`config.mk`:
```
export PLATFORM = sky130hd
export DESIGN_NAME = bounded_deque_engine_flat
export DESIGN_NICKNAME = d
export VERILOG_FILES = /design/src/hdl/bde_pkg.sv /design/src/hdl/bde_if.sv /design/src/hdl/bde_store.sv /design/src/hdl/bde_ctrl.sv /design/src/hdl/bounded_deque_engine.sv /design/src/flat_wrapper.sv
export SDC_FILE = /design/constraint.sdc
export NUM_CORES = 1
export LEC_CHECK = 0
export ABC_AREA = 1
export BUFFER_PORTS_ARGS = -buffer_cell sky130_fd_sc_hd__buf_4
export CORE_UTILIZATION = 33
export DETAILED_ROUTE_END_ITERATION = 16
export HOLD_SLACK_MARGIN = 0.15
export SYNTH_ARGS = -nofsm -noshare
export SYNTH_HDL_FRONTEND = slang
export SYNTH_SLANG_ARGS = --single-unit
```
`constraint.sdc`:
```
create_clock -name clk_i -period 6.5 [get_ports clk_i]
set_clock_uncertainty 0.05 [all_clocks]
set_input_delay 0.325 -clock clk_i [delete_from_list [all_inputs] [get_ports clk_i]]
set_output_delay 0.325 -clock clk_i [all_outputs]
set_load 0.05 [all_outputs]
```
`src/hdl/bde_pkg.sv`:
```
package bde_pkg;

  typedef enum logic [2:0] {
    CMD_PUSH_FRONT = 3'd0,
    CMD_PUSH_BACK  = 3'd1,
    CMD_POP_FRONT  = 3'd2,
    CMD_POP_BACK   = 3'd3,
    CMD_READ_AT    = 3'd4,
    CMD_INSERT_AT  = 3'd5,
    CMD_DELETE     = 3'd6,
    CMD_CLEAR      = 3'd7
  } cmd_e;

  typedef enum logic [2:0] {
    ST_OK       = 3'd0,
    ST_EMPTY    = 3'd1,
    ST_FULL     = 3'd2,
    ST_BADIDX   = 3'd3,
    ST_NOTFOUND = 3'd4
  } status_e;

  localparam int unsigned CmdW = 3;
  localparam int unsigned DataW = 32;
  localparam int unsigned PosW = 8;
  localparam int unsigned StatusW = 3;

  typedef struct packed {
    logic             we;
    logic [PosW+2:0]  waddr;
    logic [DataW-1:0] wdata;
    logic             re;
    logic [PosW+2:0]  raddr;
  } mem_req_t;

endpackage

```
`src/hdl/bde_if.sv`:
```
interface bde_cmd_if;
  import bde_pkg::*;
  logic                   valid;
  logic                   ready;
  logic [CmdW-1:0]        cmd;
  logic signed [DataW-1:0] value;
  logic [PosW-1:0]        position;
  modport source (output valid, cmd, value, position, input ready);
  modport sink (input valid, cmd, value, position, output ready);
endinterface

interface bde_rsp_if #(parameter int unsigned OccW = 5);
  import bde_pkg::*;
  logic                    valid;
  logic                    ready;
  logic [StatusW-1:0]      status;
  logic signed [DataW-1:0] data;
  logic [OccW-1:0]         occupancy;
  modport source (output valid, status, data, occupancy, input ready);
  modport sink (input valid, status, data, occupancy, output ready);
endinterface

```
`src/hdl/bde_store.sv`:
```
module bde_store #(
  parameter int unsigned DEPTH = 16,
  parameter int unsigned AW = 4
) (
  input  logic              clk_i,
  input  bde_pkg::mem_req_t req_i,
  output logic [31:0]       rdata_o
);
  import bde_pkg::*;

  logic [DataW-1:0] mem [DEPTH];

  always_ff @(posedge clk_i) begin
    if (req_i.we) begin
      mem[req_i.waddr[AW-1:0]] <= req_i.wdata;
    end
    if (req_i.re) begin
      rdata_o <= mem[req_i.raddr[AW-1:0]];
    end
  end
endmodule

```
`src/hdl/bde_ctrl.sv`:
```
module bde_ctrl #(
  parameter int unsigned DEPTH = 16,
  parameter int unsigned AW = 4,
  parameter int unsigned OccW = 5
) (
  input  logic               clk_i,
  input  logic               rst_ni,
  bde_cmd_if.sink            cmd_if,
  bde_rsp_if.source          rsp_if,
  output bde_pkg::mem_req_t  req_o,
  input  logic [31:0]        rdata_i
);
  import bde_pkg::*;

  typedef enum logic [2:0] {
    S_IDLE, S_RDWAIT, S_SHIFT, S_SEARCH, S_DROP, S_RESP
  } state_e;

  state_e state_q;
  logic [AW-1:0] front_q;
  logic [OccW-1:0] count_q;
  logic [OccW-1:0] idx_q;
  logic [OccW-1:0] stop_q;
  logic [DataW-1:0] val_q;
  logic [StatusW-1:0] st_q;
  logic [DataW-1:0] data_q;
  logic [OccW-1:0] occ_q;
  logic rd_pend_q;

  logic [AW-1:0] slot_in, slot_rd;
  logic [OccW-1:0] log_rd;
  logic [PosW+OccW-1:0] pos_ext;
  logic [PosW+OccW-1:0] cnt_ext;

  function automatic logic [AW-1:0] slot_f(logic [AW-1:0] f, logic [OccW-1:0] i);
    logic [AW+OccW:0] s;
    s = (AW+OccW+1)'(f) + (AW+OccW+1)'(i);
    if (s >= (AW+OccW+1)'(DEPTH)) begin
      s = s - (AW+OccW+1)'(DEPTH);
    end
    return s[AW-1:0];
  endfunction

  assign pos_ext = (PosW+OccW)'(cmd_if.position);
  assign cnt_ext = (PosW+OccW)'(count_q);

  assign cmd_if.ready = (state_q == S_IDLE);
  assign rsp_if.valid = (state_q == S_RESP);
  assign rsp_if.status = st_q;
  assign rsp_if.data = data_q;
  assign rsp_if.occupancy = occ_q;

  // memory requests
  always_comb begin
    req_o = '0;
    log_rd = '0;
    slot_in = '0;
    slot_rd = '0;
    case (state_q)
      S_IDLE: begin
        if (cmd_if.valid) begin
          case (cmd_if.cmd)
            CMD_PUSH_FRONT: begin
              if (count_q < OccW'(DEPTH)) begin
                req_o.we = 1'b1;
                slot_in = slot_f(front_q, OccW'(DEPTH - 1));
              end
            end
            CMD_PUSH_BACK: begin
              if (count_q < OccW'(DEPTH)) begin
                req_o.we = 1'b1;
                slot_in = slot_f(front_q, count_q);
              end
            end
            CMD_POP_FRONT: begin
              req_o.re = 1'b1;
              slot_rd = front_q;
            end
            CMD_POP_BACK: begin
              req_o.re = 1'b1;
              slot_rd = slot_f(front_q, count_q - 1'b1);
            end
            CMD_READ_AT: begin
              req_o.re = 1'b1;
              log_rd = OccW'(cmd_if.position);
              slot_rd = slot_f(front_q, log_rd);
            end
            CMD_DELETE: begin
              req_o.re = 1'b1;
              slot_rd = front_q;
            end
            default: ;
          endcase
          req_o.wdata = cmd_if.value;
        end
      end
      S_SHIFT: begin
        if (rd_pend_q) begin
          req_o.we = 1'b1;
          slot_in = slot_f(front_q, idx_q);
          req_o.wdata = rdata_i;
        end
        if (idx_q > stop_q && !rd_pend_q) begin
          req_o.re = 1'b1;
          log_rd = idx_q - 1'b1;
          slot_rd = slot_f(front_q, log_rd);
        end else if (idx_q == stop_q && !rd_pend_q) begin
          req_o.we = 1'b1;
          slot_in = slot_f(front_q, idx_q);
          req_o.wdata = val_q;
        end
      end
      S_SEARCH: begin
        if (rdata_i != val_q && idx_q + 1'b1 < count_q) begin
          req_o.re = 1'b1;
          slot_rd = slot_f(front_q, idx_q + 1'b1);
        end else if (rdata_i == val_q && idx_q + 1'b1 < count_q) begin
          req_o.re = 1'b1;
          slot_rd = slot_f(front_q, idx_q + 1'b1);
        end
      end
      S_DROP: begin
        if (rd_pend_q) begin
          req_o.we = 1'b1;
          slot_in = slot_f(front_q, idx_q);
          req_o.wdata = rdata_i;
        end else if (idx_q + 1'b1 < count_q) begin
          req_o.re = 1'b1;
          slot_rd = slot_f(front_q, idx_q + 1'b1);
        end
      end
      default: ;
    endcase
    req_o.waddr = (PosW+3)'(slot_in);
    req_o.raddr = (PosW+3)'(slot_rd);
  end

  always_ff @(posedge clk_i or negedge rst_ni) begin
    if (!rst_ni) begin
      state_q <= S_IDLE;
      front_q <= '0;
      count_q <= '0;
      idx_q <= '0;
      stop_q <= '0;
      val_q <= '0;
      st_q <= '0;
      data_q <= '0;
      occ_q <= '0;
      rd_pend_q <= 1'b0;
    end else begin
      case (state_q)
        S_IDLE: begin
          if (cmd_if.valid) begin
            val_q <= cmd_if.value;
            st_q <= ST_OK;
            data_q <= '0;
            occ_q <= count_q;
            state_q <= S_RESP;
            case (cmd_if.cmd)
              CMD_PUSH_FRONT, CMD_PUSH_BACK: begin
                if (count_q >= OccW'(DEPTH)) begin
                  st_q <= ST_FULL;
                end else begin
                  if (cmd_if.cmd == CMD_PUSH_FRONT) begin
                    front_q <= slot_f(front_q, OccW'(DEPTH - 1));
                  end
                  count_q <= count_q + 1'b1;
                  occ_q <= count_q + 1'b1;
                end
              end
              CMD_POP_FRONT, CMD_POP_BACK, CMD_READ_AT: begin
                if (cmd_if.cmd == CMD_READ_AT ? (pos_ext >= cnt_ext)
                                              : (count_q == '0)) begin
                  st_q <= (cmd_if.cmd == CMD_READ_AT) ? ST_BADIDX : ST_EMPTY;
                end else begin
                  state_q <= S_RDWAIT;
                  if (cmd_if.cmd == CMD_POP_FRONT) begin
                    front_q <= slot_f(front_q, OccW'(1));
                  end
                  if (cmd_if.cmd != CMD_READ_AT) begin
                    count_q <= count_q - 1'b1;
                    occ_q <= count_q - 1'b1;
                  end
                end
              end
              CMD_INSERT_AT: begin
                if (count_q >= OccW'(DEPTH)) begin
                  st_q <= ST_FULL;
                end else if (cmd_if.position == '0) begin
                  state_q <= S_SHIFT;
                  idx_q <= '0;
                  stop_q <= '0;
                  rd_pend_q <= 1'b0;
                  front_q <= slot_f(front_q, OccW'(DEPTH - 1));
                end else if (count_q == '0 ||
                             (count_q == OccW'(1) && cmd_if.position != 8'd1)) begin
                  st_q <= ST_BADIDX;
                end else begin
                  state_q <= S_SHIFT;
                  idx_q <= count_q;
                  rd_pend_q <= 1'b0;
                  stop_q <= (pos_ext >= cnt_ext) ? count_q : OccW'(cmd_if.position);
                end
              end
              CMD_DELETE: begin
                if (count_q == '0) begin
                  st_q <= ST_EMPTY;
                end else begin
                  state_q <= S_SEARCH;
                  idx_q <= '0;
                end
              end
              default: begin
                count_q <= '0;
                front_q <= '0;
                occ_q <= '0;
              end
            endcase
          end
        end
        S_RDWAIT: begin
          data_q <= rdata_i;
          state_q <= S_RESP;
        end
        S_SHIFT: begin
          if (rd_pend_q) begin
            rd_pend_q <= 1'b0;
            idx_q <= idx_q - 1'b1;
          end else if (idx_q > stop_q) begin
            rd_pend_q <= 1'b1;
          end else begin
            count_q <= count_q + 1'b1;
            occ_q <= count_q + 1'b1;
            state_q <= S_RESP;
          end
        end
        S_SEARCH: begin
          if (rdata_i == val_q) begin
            data_q <= val_q;
            if (idx_q + 1'b1 < count_q) begin
              state_q <= S_DROP;
              rd_pend_q <= 1'b1;
            end else begin
              count_q <= count_q - 1'b1;
              occ_q <= count_q - 1'b1;
              state_q <= S_RESP;
            end
          end else if (idx_q + 1'b1 < count_q) begin
            idx_q <= idx_q + 1'b1;
          end else begin
            st_q <= ST_NOTFOUND;
            state_q <= S_RESP;
          end
        end
        S_DROP: begin
          if (rd_pend_q) begin
            rd_pend_q <= 1'b0;
            idx_q <= idx_q + 1'b1;
          end else if (idx_q + 1'b1 < count_q) begin
            rd_pend_q <= 1'b1;
          end else begin
            count_q <= count_q - 1'b1;
            occ_q <= count_q - 1'b1;
            state_q <= S_RESP;
          end
        end
        S_RESP: begin
          if (rsp_if.ready) begin
            state_q <= S_IDLE;
          end
        end
        default: state_q <= S_IDLE;
      endcase
    end
  end
endmodule

```
`src/hdl/bounded_deque_engine.sv`:
```
// bounded double-ended queue of signed 32-bit words
// cmd channel (valid/ready): cmd, value, position; rsp channel: status, data,
// occupancy, exactly one response per command, in order
// an item is taken only while the engine is idle, one command at a time
// push, clear and rejected commands go straight to the response register;
// pop and read_at pass through one synchronous memory read first
// insert_at moves the entries behind the index one at a time through the
// memory, a read then a write each; delete_value scans one entry per cycle
// then closes the gap by moving the entries behind the match one at a time
// throughput: the next command is taken the cycle after the response transfer
// reset clears the front pointer and the count; the store is not cleared,
// entry data is returned only after being written
// a stalled response holds the engine, no new command is taken until the
// response transfer completes
module bounded_deque_engine #(
  parameter int unsigned DEPTH = 16
) (
  input logic      clk_i,
  input logic      rst_ni,
  bde_cmd_if.sink   cmd_if,
  bde_rsp_if.source rsp_if
);
  import bde_pkg::*;

  localparam int unsigned AW = (DEPTH > 1) ? $clog2(DEPTH) : 1;
  localparam int unsigned OccW = $clog2(DEPTH + 1);

  mem_req_t req;
  logic [DataW-1:0] rdata;

  bde_ctrl #(.DEPTH(DEPTH), .AW(AW), .OccW(OccW)) u_ctrl (
    .clk_i, .rst_ni, .cmd_if, .rsp_if, .req_o(req), .rdata_i(rdata)
  );

  bde_store #(.DEPTH(DEPTH), .AW(AW)) u_store (
    .clk_i, .req_i(req), .rdata_o(rdata)
  );
endmodule

```
`src/flat_wrapper.sv`:
```
// flat-port wrapper written by rule: the top's interface ports become plain ports
module bounded_deque_engine_flat import bde_pkg::*;
#(
  parameter int unsigned DEPTH = 16
)
  (clk_i, rst_ni, cmd_if_valid, cmd_if_cmd, cmd_if_value, cmd_if_position, cmd_if_ready, rsp_if_valid, rsp_if_status, rsp_if_data, rsp_if_occupancy, rsp_if_ready);
  bde_cmd_if cmd_if_i ();
  bde_rsp_if rsp_if_i ();
  input logic clk_i;
  input logic rst_ni;
  input wire logic [$bits(cmd_if_i.valid)-1:0] cmd_if_valid;
  input wire logic [$bits(cmd_if_i.cmd)-1:0] cmd_if_cmd;
  input wire logic [$bits(cmd_if_i.value)-1:0] cmd_if_value;
  input wire logic [$bits(cmd_if_i.position)-1:0] cmd_if_position;
  output wire logic [$bits(cmd_if_i.ready)-1:0] cmd_if_ready;
  output wire logic [$bits(rsp_if_i.valid)-1:0] rsp_if_valid;
  output wire logic [$bits(rsp_if_i.status)-1:0] rsp_if_status;
  output wire logic [$bits(rsp_if_i.data)-1:0] rsp_if_data;
  output wire logic [$bits(rsp_if_i.occupancy)-1:0] rsp_if_occupancy;
  input wire logic [$bits(rsp_if_i.ready)-1:0] rsp_if_ready;
  assign cmd_if_i.valid = cmd_if_valid;
  assign cmd_if_i.cmd = cmd_if_cmd;
  assign cmd_if_i.value = cmd_if_value;
  assign cmd_if_i.position = cmd_if_position;
  assign cmd_if_ready = cmd_if_i.ready;
  assign rsp_if_valid = rsp_if_i.valid;
  assign rsp_if_status = rsp_if_i.status;
  assign rsp_if_data = rsp_if_i.data;
  assign rsp_if_occupancy = rsp_if_i.occupancy;
  assign rsp_if_i.ready = rsp_if_ready;
  bounded_deque_engine #(.DEPTH(DEPTH)) u_core (.clk_i(clk_i), .rst_ni(rst_ni), .cmd_if(cmd_if_i), .rsp_if(rsp_if_i));
endmodule
```
Word-level counts from Yosys, hierarchy flattened

Memories as Yosys holds them, arrays and structs flattened. A register that Yosys moved wholly into a read port is not among the register bits.
Cells that the tools add are included.

Add/sub/neg operators: 20
Magnitude comparators: 13
Equal/unequal tests: 42
Muxes and demuxes: 122
Bitwise operators: 2
Reduce and logical (&&, ||, !) cells: 28

Operators by type and width:

| kind                                                | count |
|---|---|
| case mux 32 bit (3 select lines)                    | 2 |
| 2-to-1 mux 32 bit                                   | 5 |
| 2-to-1 mux 5 bit                                    | 24 |
| 2-to-1 mux 4 bit                                    | 26 |
| case mux 5 bit (4 select lines)                     | 3 |
| 2-to-1 mux 3 bit                                    | 15 |
| adder 4 x 5 -> 6 bit                                | 6 |
| >= comparator 6 x 5 -> 1 bit, second input constant | 6 |
| inequality test 2 bit, second input constant        | 17 |
| 2-to-1 mux 33 bit                                   | 1 |
| == test 32 bit                                      | 1 |
| inequality test 32 bit                              | 1 |
| case mux 4 bit (4 select lines)                     | 2 |
| subtractor 4 x 1 -> 4 bit, second input constant    | 8 |
| 2-to-1 mux 1 bit                                    | 26 |
| case mux 4 bit (3 select lines)                     | 2 |
| case mux 3 bit (6 select lines)                     | 1 |
| == test 3 bit, second input constant                | 5 |
| >= comparator 5 bit, second input constant          | 3 |
| case mux 5 bit (3 select lines)                     | 1 |
| == test 3 x 2 -> 1 bit, second input constant       | 4 |
| 2-to-1 mux 2 bit                                    | 6 |
| inequality test 3 bit, second input constant        | 4 |
| adder 5 x 1 -> 5 bit, second input constant         | 2 |
| other kinds (42)                                    | 56 |

Register bits after elaboration: 95
RAM bits: 512
Input port bits: 47
Output and inout bits: 42
Word-level logic and storage cells: 238
Memories kept: 1

Memory list:

| name               | words | width | rd ports | clocked after memory_dff | wr ports | line            | text |
|---|---|---|---|---|---|---|---|
| u_core.u_store.mem | 16    | 32    | 1        | 1                        | 1        | bde_store.sv:11 | `logic [DataW-1:0] mem [DEPTH];` |

Depth between registers and ports, before layout

Gate-level depths: netlist of run 1.

Depth in word-level cells: 9
Gate-level depth with buffers: 21
Mapped depth without buffers: 19

Cells and area by module

From an unflattened synthesis of run 1, not the netlist that was laid out.

Cell total of the unflattened synthesis: 3,101
Area total of the unflattened synthesis: 30,259.0 um^2

Modules (own cells, without submodules):

| module    | instances | cells an instance | area an instance (um^2) | sequential area each (um^2) |
|---|---|---|---|---|
| bde_store | 1         | 2,120             | 23,064.6                | 16,335.7 |
| bde_ctrl  | 1         | 981               | 7,194.4                 | 2,252.2 |

Worst setup path after synthesis of run 1

Ideal clock, no wire load.

Path type: reg2reg
From: register u_core.u_ctrl.count_q[0]
To: memory u_core.u_store.mem[1][0], enable pin
Setup time: 0.421 ns
Data arrival time: 3.419 ns
Required time: 6.029 ns
Setup slack: 2.610 ns
Cell stages (with the launch flop): 8
Path buffers: 0
Period minus slack after synthesis: 3.890 ns
Cell sequence: dfrtp_1 > ha_1 > fa_1 > nand2_1 > o21ai_0 > a22oi_1 > nand2_1 > nor2_1

Cells in the longest elaborated chain, start to end: 7
Elaborated cells on any way between the ends: 16
Those cells by class: add/sub: 2; order compare: 2; mux: 12

RTL lines:

| item                                                                                      | line                                           | text |
|---|---|---|
| start, declared                                                                           | bde_ctrl.sv:21                                 | `logic [OccW-1:0] count_q;` |
| start signal, assigned                                                                    | bde_ctrl.sv:167                                | `count_q <= count_q + 1'b1;` |
| start signal, assigned                                                                    | bde_ctrl.sv:181                                | `count_q <= count_q - 1'b1;` |
| start signal, assigned                                                                    | bde_ctrl.sv:232                                | `count_q <= count_q + 1'b1;` |
| adder 4 x 5 -> 6 bit / less-than comparator 5 bit (equally long branches)                 | bde_ctrl.sv:37, bde_ctrl.sv:64, bde_ctrl.sv:70 |  |
| >= comparator 6 x 5 -> 1 bit (tied with other cells)                                      | bde_ctrl.sv:38                                 | `if (s >= (AW+OccW+1)'(DEPTH)) begin` |
| 2-to-1 mux 4 bit / 2-to-1 mux 1 bit (equally long branches)                               | n/a                                            |  |
| 2-to-1 mux 4 bit / 2-to-1 mux 1 bit (equally long branches)                               | bde_ctrl.sv:70, bde_ctrl.sv:61                 |  |
| case mux 4 bit (2 select lines) / case mux 1 bit (3 select lines) (equally long branches) | bde_ctrl.sv:62, bde_ctrl.sv:59                 |  |
| 2-to-1 mux 4 bit / 2-to-1 mux 1 bit (equally long branches)                               | bde_ctrl.sv:61, bde_store.sv:14                |  |
| case mux 4 bit (3 select lines) / 2-to-1 mux 1 bit (equally long branches)                | bde_ctrl.sv:59, bde_store.sv:15                |  |
| end, declared                                                                             | bde_store.sv:11                                |  |

Parallel ways exist; a longest one is shown, timed or not.

Worst setup path in the final report of run 1

From: register u_core.u_ctrl.count_q[1]
To: register u_core.u_store.rdata_o[28] (read register of u_core.u_store.mem), data pin

Cells in the longest elaborated chain, start to end: 7
Elaborated cells on any way between the ends: 20
Those cells by class: add/sub: 3; order compare: 2; mux: 13; reduce/logical: 2

RTL lines:

| item                                                                             | line                           | text |
|---|---|---|
| subtractor 5 x 1 -> 5 bit                                                        | bde_ctrl.sv:81                 | `slot_rd = slot_f(front_q, count_q - 1'b1);` |
| adder 4 x 5 -> 6 bit                                                             | bde_ctrl.sv:37                 | `s = (AW+OccW+1)'(f) + (AW+OccW+1)'(i);` |
| >= comparator 6 x 5 -> 1 bit / subtractor 4 x 1 -> 4 bit (equally long branches) | bde_ctrl.sv:38, bde_ctrl.sv:39 |  |
| 2-to-1 mux 4 bit                                                                 | bde_ctrl.sv:38                 |  |
| case mux 4 bit (3 select lines)                                                  | bde_ctrl.sv:62                 | `case (cmd_if.cmd)` |
| 2-to-1 mux 4 bit                                                                 | bde_ctrl.sv:61                 | `if (cmd_if.valid) begin` |
| case mux 4 bit (4 select lines)                                                  | bde_ctrl.sv:59                 | `case (state_q)` |
| end, declared                                                                    | bde_store.sv:7                 | `output logic [31:0] rdata_o` |

Parallel ways exist; a longest one is shown, timed or not.
A chain may end at the register's enable or synchronous reset.

==> results of run 1 <==
==> layout make-up <==
| type | instances | area, um^2 |
|---|---|---|
| Fill cell | 8850 | 55700 |
| Clock buffer | 80 | 1750 |
| Clock inverter | 37 | 338 |
| Multi-Input combinational cell | 1803 | 9350 |
| Tap cell | 1176 | 1470 |
| Inverter | 499 | 1880 |
| Timing Repair Buffer | 183 | 1510 |
| Sequential cell | 634 | 18600 |
==> logic make-up (layout without fill, tap and decap cells) <==
logic type	count (synthesis)	after routing	synth area share (%)
compound gates	224	224	4.33
xor+xnor	28	28	0.807
fa+ha+maj	40	40	1.77
buf+inv	667	799	8.96
flops	634	634	61.1
mux	1	1	0.0370
simple gates	1510	1510	22.9
==> worst paths after layout <==
kind                       slack (ns)                                          to  depth (start not counted)                                       start
setup / recovery                 1.93        u_core.u_store.rdata_o[28]$_DFFE_PP_                         16        u_core.u_ctrl.count_q[1]$_DFFE_PN0P_
hold / removal                   0.19         u_core.u_ctrl.val_q[24]$_DFFE_PN0P_                          4                                cmd_if_valid
setup reg to reg                 1.93        u_core.u_store.rdata_o[28]$_DFFE_PP_                         16        u_core.u_ctrl.count_q[1]$_DFFE_PN0P_
hold reg to reg                  0.44  u_core.u_ctrl.rsp_if.status[1]$_DFFE_PN0P_                          2  u_core.u_ctrl.rsp_if.status[1]$_DFFE_PN0P_
max in group asynchronous        5.05          u_core.u_ctrl.val_q[9]$_DFFE_PN0P_                          3                                      rst_ni
min in group asynchronous        0.20        u_core.u_ctrl.count_q[2]$_DFFE_PN0P_                          2                                      rst_ni
==> timing repair <==
item,CTS,global route
hold endpoints to repair,78,0
buffers inserted,0,0
setup endpoints to repair,0,0
hold buffers,40,0
gates resized for setup,0,0
==> cells in the mapped netlist (all sizes together) (24+ instances only) <==
master,n
buf,124
clkbuf,44
dfrtp,90
edfxtp,544
ha,35
inv,498
nand2,666
nand3,639
nand3b,96
nor2,74
o211ai,24
o21ai,111
o22ai,44
==> layer usage <==
layer  share of wire [%]  global-route usage, %  vias up
met3                 6.3                   2.40      111
met4                 1.8                   4.66        0
met5                   0                      0        -
li1                    -                      -    10600
met2                  48                   29.5      746
met1                  44                   24.4    10600
==> worst max-delay path, cell delays in order, from the launching register on <==
cell	delay (ns)
dfrtp_1	0.56
inv_1	0.19
ha_1	0.34
or2_2	0.29
o21ai_0	0.12
inv_1	0.11
fa_1	0.44
xnor2_1	0.14
nand2_1	0.06
o21ai_0	0.07
nand2_1	0.11
nand3_4	0.58
inv_2	0.33
buf_4	0.53
nand3_1	0.15
nand3_1	0.11
nand2_1	0.06
==> sequential cells by signal, summed over array words and instances, names as in the netlist, 4 cells and up <==
name,flops
u_core.u_ctrl.idx_q,5
u_core.u_ctrl.rsp_if.data,32
u_core.u_ctrl.val_q,32
u_core.u_ctrl.count_q,5
u_core.u_ctrl.stop_q,5
u_core.u_store.rdata_o,32
u_core.u_store.mem,512
u_core.u_ctrl.front_q,4
==> power groups by stage <==
stage,clock (mW),sequential (mW),combinational (mW)
2_1_floorplan,0,6.01,4.24
6_report,3.72,5.74,6.49
4_1_cts,3.78,5.73,6.50
3_3_place_gp,0,5.80,6.42
3_5_place_dp,0,5.81,6.45
5_1_grt,3.93,5.79,7.22
==> reports/qor.txt, run 1 <==
status: finished, final reports clean
P_leak: 14.7 nW
power share of the clock group: 23.3%
chip height: 306 um
# DRC: 0
Cell Pwr Density: 457 nW/um^2
Required @ worst endpoint: 6.81 ns
WHS: 0.189 ns
Die Area: 93,300 um^2
NetSw: 6.56 mW
CTS Buf Count: 66
routed wire length: 83,200 um
share of cells above drive strength 1: 8.84%
syn_nets: 3,191
Reg power frac: 36.0%
first-pass GRT wire length: 129,000 um
Clock Tree Root: clkbuf_16
Yosys cell types: 48
Power Total: 16.0 mW
GP Congestion: 0.880
Die Width: 306 um
area share of the largest cell type after synthesis: 53.7%
Int Pwr: 9.39 mW
CTS tree: built
Via Count: 22,100
Post-Place Setup Slack: 1.95 ns
Fin. Hold Viols: 0
gr usage total: 17.8%
Final #Nets: 3,274
Slew Viols, Final: 0
Mean Syn Cell Area: 9.79 um^2
initial antenna violation count: 0
Ys Warns: 0
Post-synth EDFFs: 544
commonest non-fill, non-tap cells in the layout: 656 x nand2_1, 636 x nand3_1, 544 x edfxtp_1, 490 x inv_1, 140 x buf_4
Worst-Margin Slew: 1.32 ns
num rows: 110
post-synthesis sequential area ratio: 61.1%
Primary FF master, synth: edfxtp_1
n_diodes: 0
CTS Sinks: 634
IO Pins: 89
latest clock arrival within the worst-skew pair: 0.61 ns
slew margin rel.: 11.7%
max cap viols: 0
Synth Cell Area: 30,400 um^2
CP endpoint kind: flip-flop
I/O Buffers: 88
Max Freq: 219 MHz
Initial DRC Count: 2,093
most common cell after layout, fill and taps aside: nand2_1
placed cell areas: 32,400 um^2
maximum vdd drop: 0.433 mV
Placeable Area: 90,600 um^2
CP max FO: 41
final worst setup slack: 1.93 ns
setup repair after global routing missed its margin: no
Startpoint Class: flip-flop
switching share of power: 41.2%
#FFs+latches synth: 634
gr ovfl total: 0
Routed Antenna Nets: 0
fin util: 38.5%
clock transition at the registers of the reported paths: 0.06 ns
Crit Path Category: reg -> reg
Arr. time, crit path: 4.88 ns
Syn-to-layout area delta: 14.7%
setup violators final: 0
setup total negative slack: 0 ns
router iterations before antenna repair: 5
top post-synthesis cells by area: edfxtp_1 54%, nand3_1 11%, nand2_1 8.1%, dfrtp_1 7.4%, inv_1 6.1%
ys async rst share: 14.2%
Clock Tree Buf Depth: 3
post-layout min period: 4.57 ns
Comb pwr share: 40.7%
final instance area: 34,900 um^2
CTS H-tree lvls: 3
average wire per standard cell: 18.9 um
via/cell ratio: 5.01
Syn Inst Count: 3,104
Inst Count DP: 4,255
cell taking the most area after synthesis: edfxtp_1
fin crit share: 70.4%
Initial Utilization: 33.6%
vias in the first global route: 21,000
largest net degree at the start of global routing: 164
Finished Layout Cells: 4,412
Hold Crit Class: in -> reg
Post-DP HPWL: 47,900 um
No activity file was read; power rests on OpenSTA's default activity.
==> run 2, diff against run 1 <==
==> constraint.sdc (replaced) <==
create_clock -name clk_i -period 4 [get_ports clk_i]
set_clock_uncertainty 0.05 [all_clocks]
set_input_delay 0.2 -clock clk_i [delete_from_list [all_inputs] [get_ports clk_i]]
set_output_delay 0.2 -clock clk_i [all_outputs]
set_load 0.05 [all_outputs]
==> run 2 against run 1 <==
Wire length is 5.3% higher. Global-route usage is 0.83 points higher. Clock power is 66% higher. Core utilization is 1.0 points higher. Final cell count is 1.4% higher. Combinational power is 74% higher. Sequential cell count stayed put. Register-to-register slack worse by 1.6 ns. Critical endpoint is now u_core.u_store.rdata_o[15]$_DFFE_PP_. Largest power group unchanged.
==> reports/qor.txt, run 2 (same netlist as run 1, synthesis figures left out) <==
vias in the first global route: 21,300 (was 21,000)
Reg power frac: 34.7% (was 36.0%)
IO Pins: 89 (unchanged)
Hold Crit Class: in -> async (was in -> reg)
chip height: 306 um (unchanged)
slew margin rel.: 20.6% (was 11.7%)
CP max FO: 35 (was 41)
Arr. time, crit path: 4.09 ns (was 4.88 ns)
P_leak: 15.1 nW (was 14.7 nW)
final instance area: 35,800 um^2 (was 34,900 um^2)
Post-DP HPWL: 49,700 um (was 47,900 um)
Initial Utilization: 33.6% (unchanged)
r2r startpoint: u_core.u_ctrl.count_q[1]$_DFFE_PN0P_ (unchanged)
Max Freq: 273 MHz (was 219 MHz)
maximum vdd drop: 0.495 mV (was 0.433 mV)
Die Area: 93,300 um^2 (unchanged)
Die Width: 306 um (unchanged)
final worst setup slack: 0.331 ns (was 1.93 ns)
via/cell ratio: 5.08 (was 5.01)
latest clock arrival within the worst-skew pair: 0.61 ns (about the same)
fin crit share: 91.7% (was 70.4%)
GRT met1 Usage: 25.0% (was 24.4%)
Final #Nets: 3,333 (was 3,274)
Slew Viols, Final: 0 (unchanged)
num rows: 110 (unchanged)
setup violators final: 0 (unchanged)
Clock Tree Root: clkbuf_16 (unchanged)
gr usage total: 18.6% (was 17.8%)
Placeable Area: 90,600 um^2 (unchanged)
Routed Antenna Nets: 0 (unchanged)
Crit Path Category: reg -> reg (unchanged)
commonest non-fill, non-tap cells in the layout: 656 x nand2_1, 636 x nand3_1, 544 x edfxtp_1, 490 x inv_1, 154 x buf_4 (was 656 x nand2_1, 636 x nand3_1, 544 x edfxtp_1, 490 x inv_1, 140 x buf_4)
setup total negative slack: 0 ns (unchanged)
CTS tree: built (unchanged)
setup repair after global routing missed its margin: no (unchanged)
Comb pwr share: 42.3% (was 40.7%)
CP endpoint kind: flip-flop (unchanged)
I/O Buffers: 88 (unchanged)
placed cell areas: 33,100 um^2 (was 32,400 um^2)
clock transition at the registers of the reported paths: 0.06 ns (about the same)
largest net degree at the start of global routing: 102 (was 164)
switching share of power: 41.0% (was 41.2%)
R2R depth: 15 (was 16)
# DRC: 0 (unchanged)
first-pass GRT wire length: 133,000 um (was 129,000 um)
fin util: 39.6% (was 38.5%)
CP startpoint: u_core.u_ctrl.count_q[1]$_DFFE_PN0P_ (unchanged)
GP Congestion: 0.862 (was 0.880)
met3 GRT Util: 2.31% (was 2.40%)
initial antenna violation count: 0 (unchanged)
Cell Pwr Density: 746 nW/um^2 (was 457 nW/um^2)
Post-Place Setup Slack: 0.316 ns (was 1.95 ns)
Largest register FFs: 512 (unchanged)
max cap viols: 0 (unchanged)
Startpoint Class: flip-flop (unchanged)
CTS Buf Count: 66 (unchanged)
n_diodes: 0 (unchanged)
share of cells above drive strength 1: 10.1% (was 8.84%)
post-layout min period: 3.67 ns (was 4.57 ns)
most common cell after layout, fill and taps aside: nand2_1 (unchanged)
r2r setup slk: 0.33 ns (was 1.93 ns)
NetSw: 11.0 mW (was 6.56 mW)
router iterations before antenna repair: 5 (unchanged)
average wire per standard cell: 19.6 um (was 18.9 um)
post-cts repair resize count: 0 (unchanged)
gr ovfl total: 0 (unchanged)
Int Pwr: 15.8 mW (was 9.39 mW)
Fin. Hold Viols: 0 (unchanged)
status: finished, final reports clean (unchanged)
Required @ worst endpoint: 4.42 ns (was 6.81 ns)
Reg-to-Reg End: u_core.u_store.rdata_o[15]$_DFFE_PP_ (was u_core.u_store.rdata_o[28]$_DFFE_PP_)
routing usage on met2: 31.3% (was 29.5%)
Via Count: 22,700 (was 22,100)
Syn-to-layout area delta: 17.9% (was 14.7%)
grt peak-use layer: met2 (unchanged)
CTS H-tree lvls: 3 (unchanged)
Initial DRC Count: 2,526 (was 2,093)
Worst-Margin Slew: 1.19 ns (was 1.32 ns)
power share of the clock group: 23.1% (was 23.3%)
routed wire length: 87,600 um (was 83,200 um)
Clock Tree Buf Depth: 3 (unchanged)
CTS Sinks: 634 (unchanged)
==> run 2: cell count changes in the layout (fill, tap and decap cells not counted), moves of 2 or more <==
cell	change
o221ai_1	+3
clkbuf_8	+2
dlygate4sd3_1	+9
o221ai_2	-3
clkbuf_1	+4
clkinv_2	-2
buf_12	+34
buf_4	+14
inv_6	+2
clkinvlp_4	-2
==> run 2: layout make-up <==
| class | count | area [um^2] |
|---|---|---|
| Multi-Input combinational cell | 1804 | 9340 |
| Fill cell | 8795 | 54700 |
| Tap cell | 1176 | 1470 |
| Inverter | 499 | 1880 |
| Timing Repair Buffer | 241 | 2410 |
| Sequential cell | 634 | 18600 |
| Clock inverter | 35 | 347 |
| Clock buffer | 86 | 1790 |
==> run 2: worst max-delay path: stages (launching register included) <==
cell,delay [ns]
dfrtp_1,0.37
inv_1,0.16
ha_1,0.28
or2_2,0.29
o21ai_0,0.12
inv_1,0.12
fa_1,0.54
a21oi_1,0.05
o21ai_2,0.19
nand2_1,0.12
nor2_4,0.52
buf_12,0.30
nand3_1,0.10
nand3_1,0.08
nand3_1,0.12
nand2_1,0.09
==> run 2: per-layer routing <==
layer,up-vias,part of all wire (%),routed length (um)
met4,0,2.2,1920
met2,836,48,42000
met1,11000,43,38000
met3,132,6.6,5760
met5,-,0,0
li1,10700,-,-
==> run 2: worst max path at each step <==
stage,endpoint,slack (ns),cells after the start
after floorplan,u_core.u_store.mem[1][0]$_DFFE_PP_,0.11,7
after global placement,u_core.u_store.rdata_o[9]$_DFFE_PP_,0.35,17
after detailed placement,u_core.u_store.rdata_o[6]$_DFFE_PP_,0.32,17
after CTS,u_core.u_store.rdata_o[6]$_DFFE_PP_,0.29,17
after global routing,u_core.u_store.rdata_o[6]$_DFFE_PP_,0.002,15
final,u_core.u_store.rdata_o[15]$_DFFE_PP_,0.33,15
==> run 2: timing repair <==
item | 4_1_cts | 5_1_grt
setup buffers | 0 | 2
setup endpoints to repair | 0 | 21
hold buffers | 50 | 0
endpoints found under the hold margin | 225 | 0
==> run 2: power groups by stage <==
stage	registers [mW]	clock network (mW)	logic (mW)
after detailed placement	9.37	0	11.1
final	9.26	6.16	11.3
after global placement	9.35	0	11.0
after CTS	9.24	6.27	11.2
after floorplan	9.76	0	6.89
after global routing	9.34	6.52	12.5
==> run 2: per-stage QoR <==
stage	power [mW]	hold slack [ns]	instances
6_report	26.7	0.147	4475
3_5_place_dp	20.5	0.194	4301
3_3_place_gp	20.4	0.190	4301
5_1_grt	28.3	0.170	4475
2_1_floorplan	16.7	-0.146	3104
4_1_cts	26.7	0.157	4472
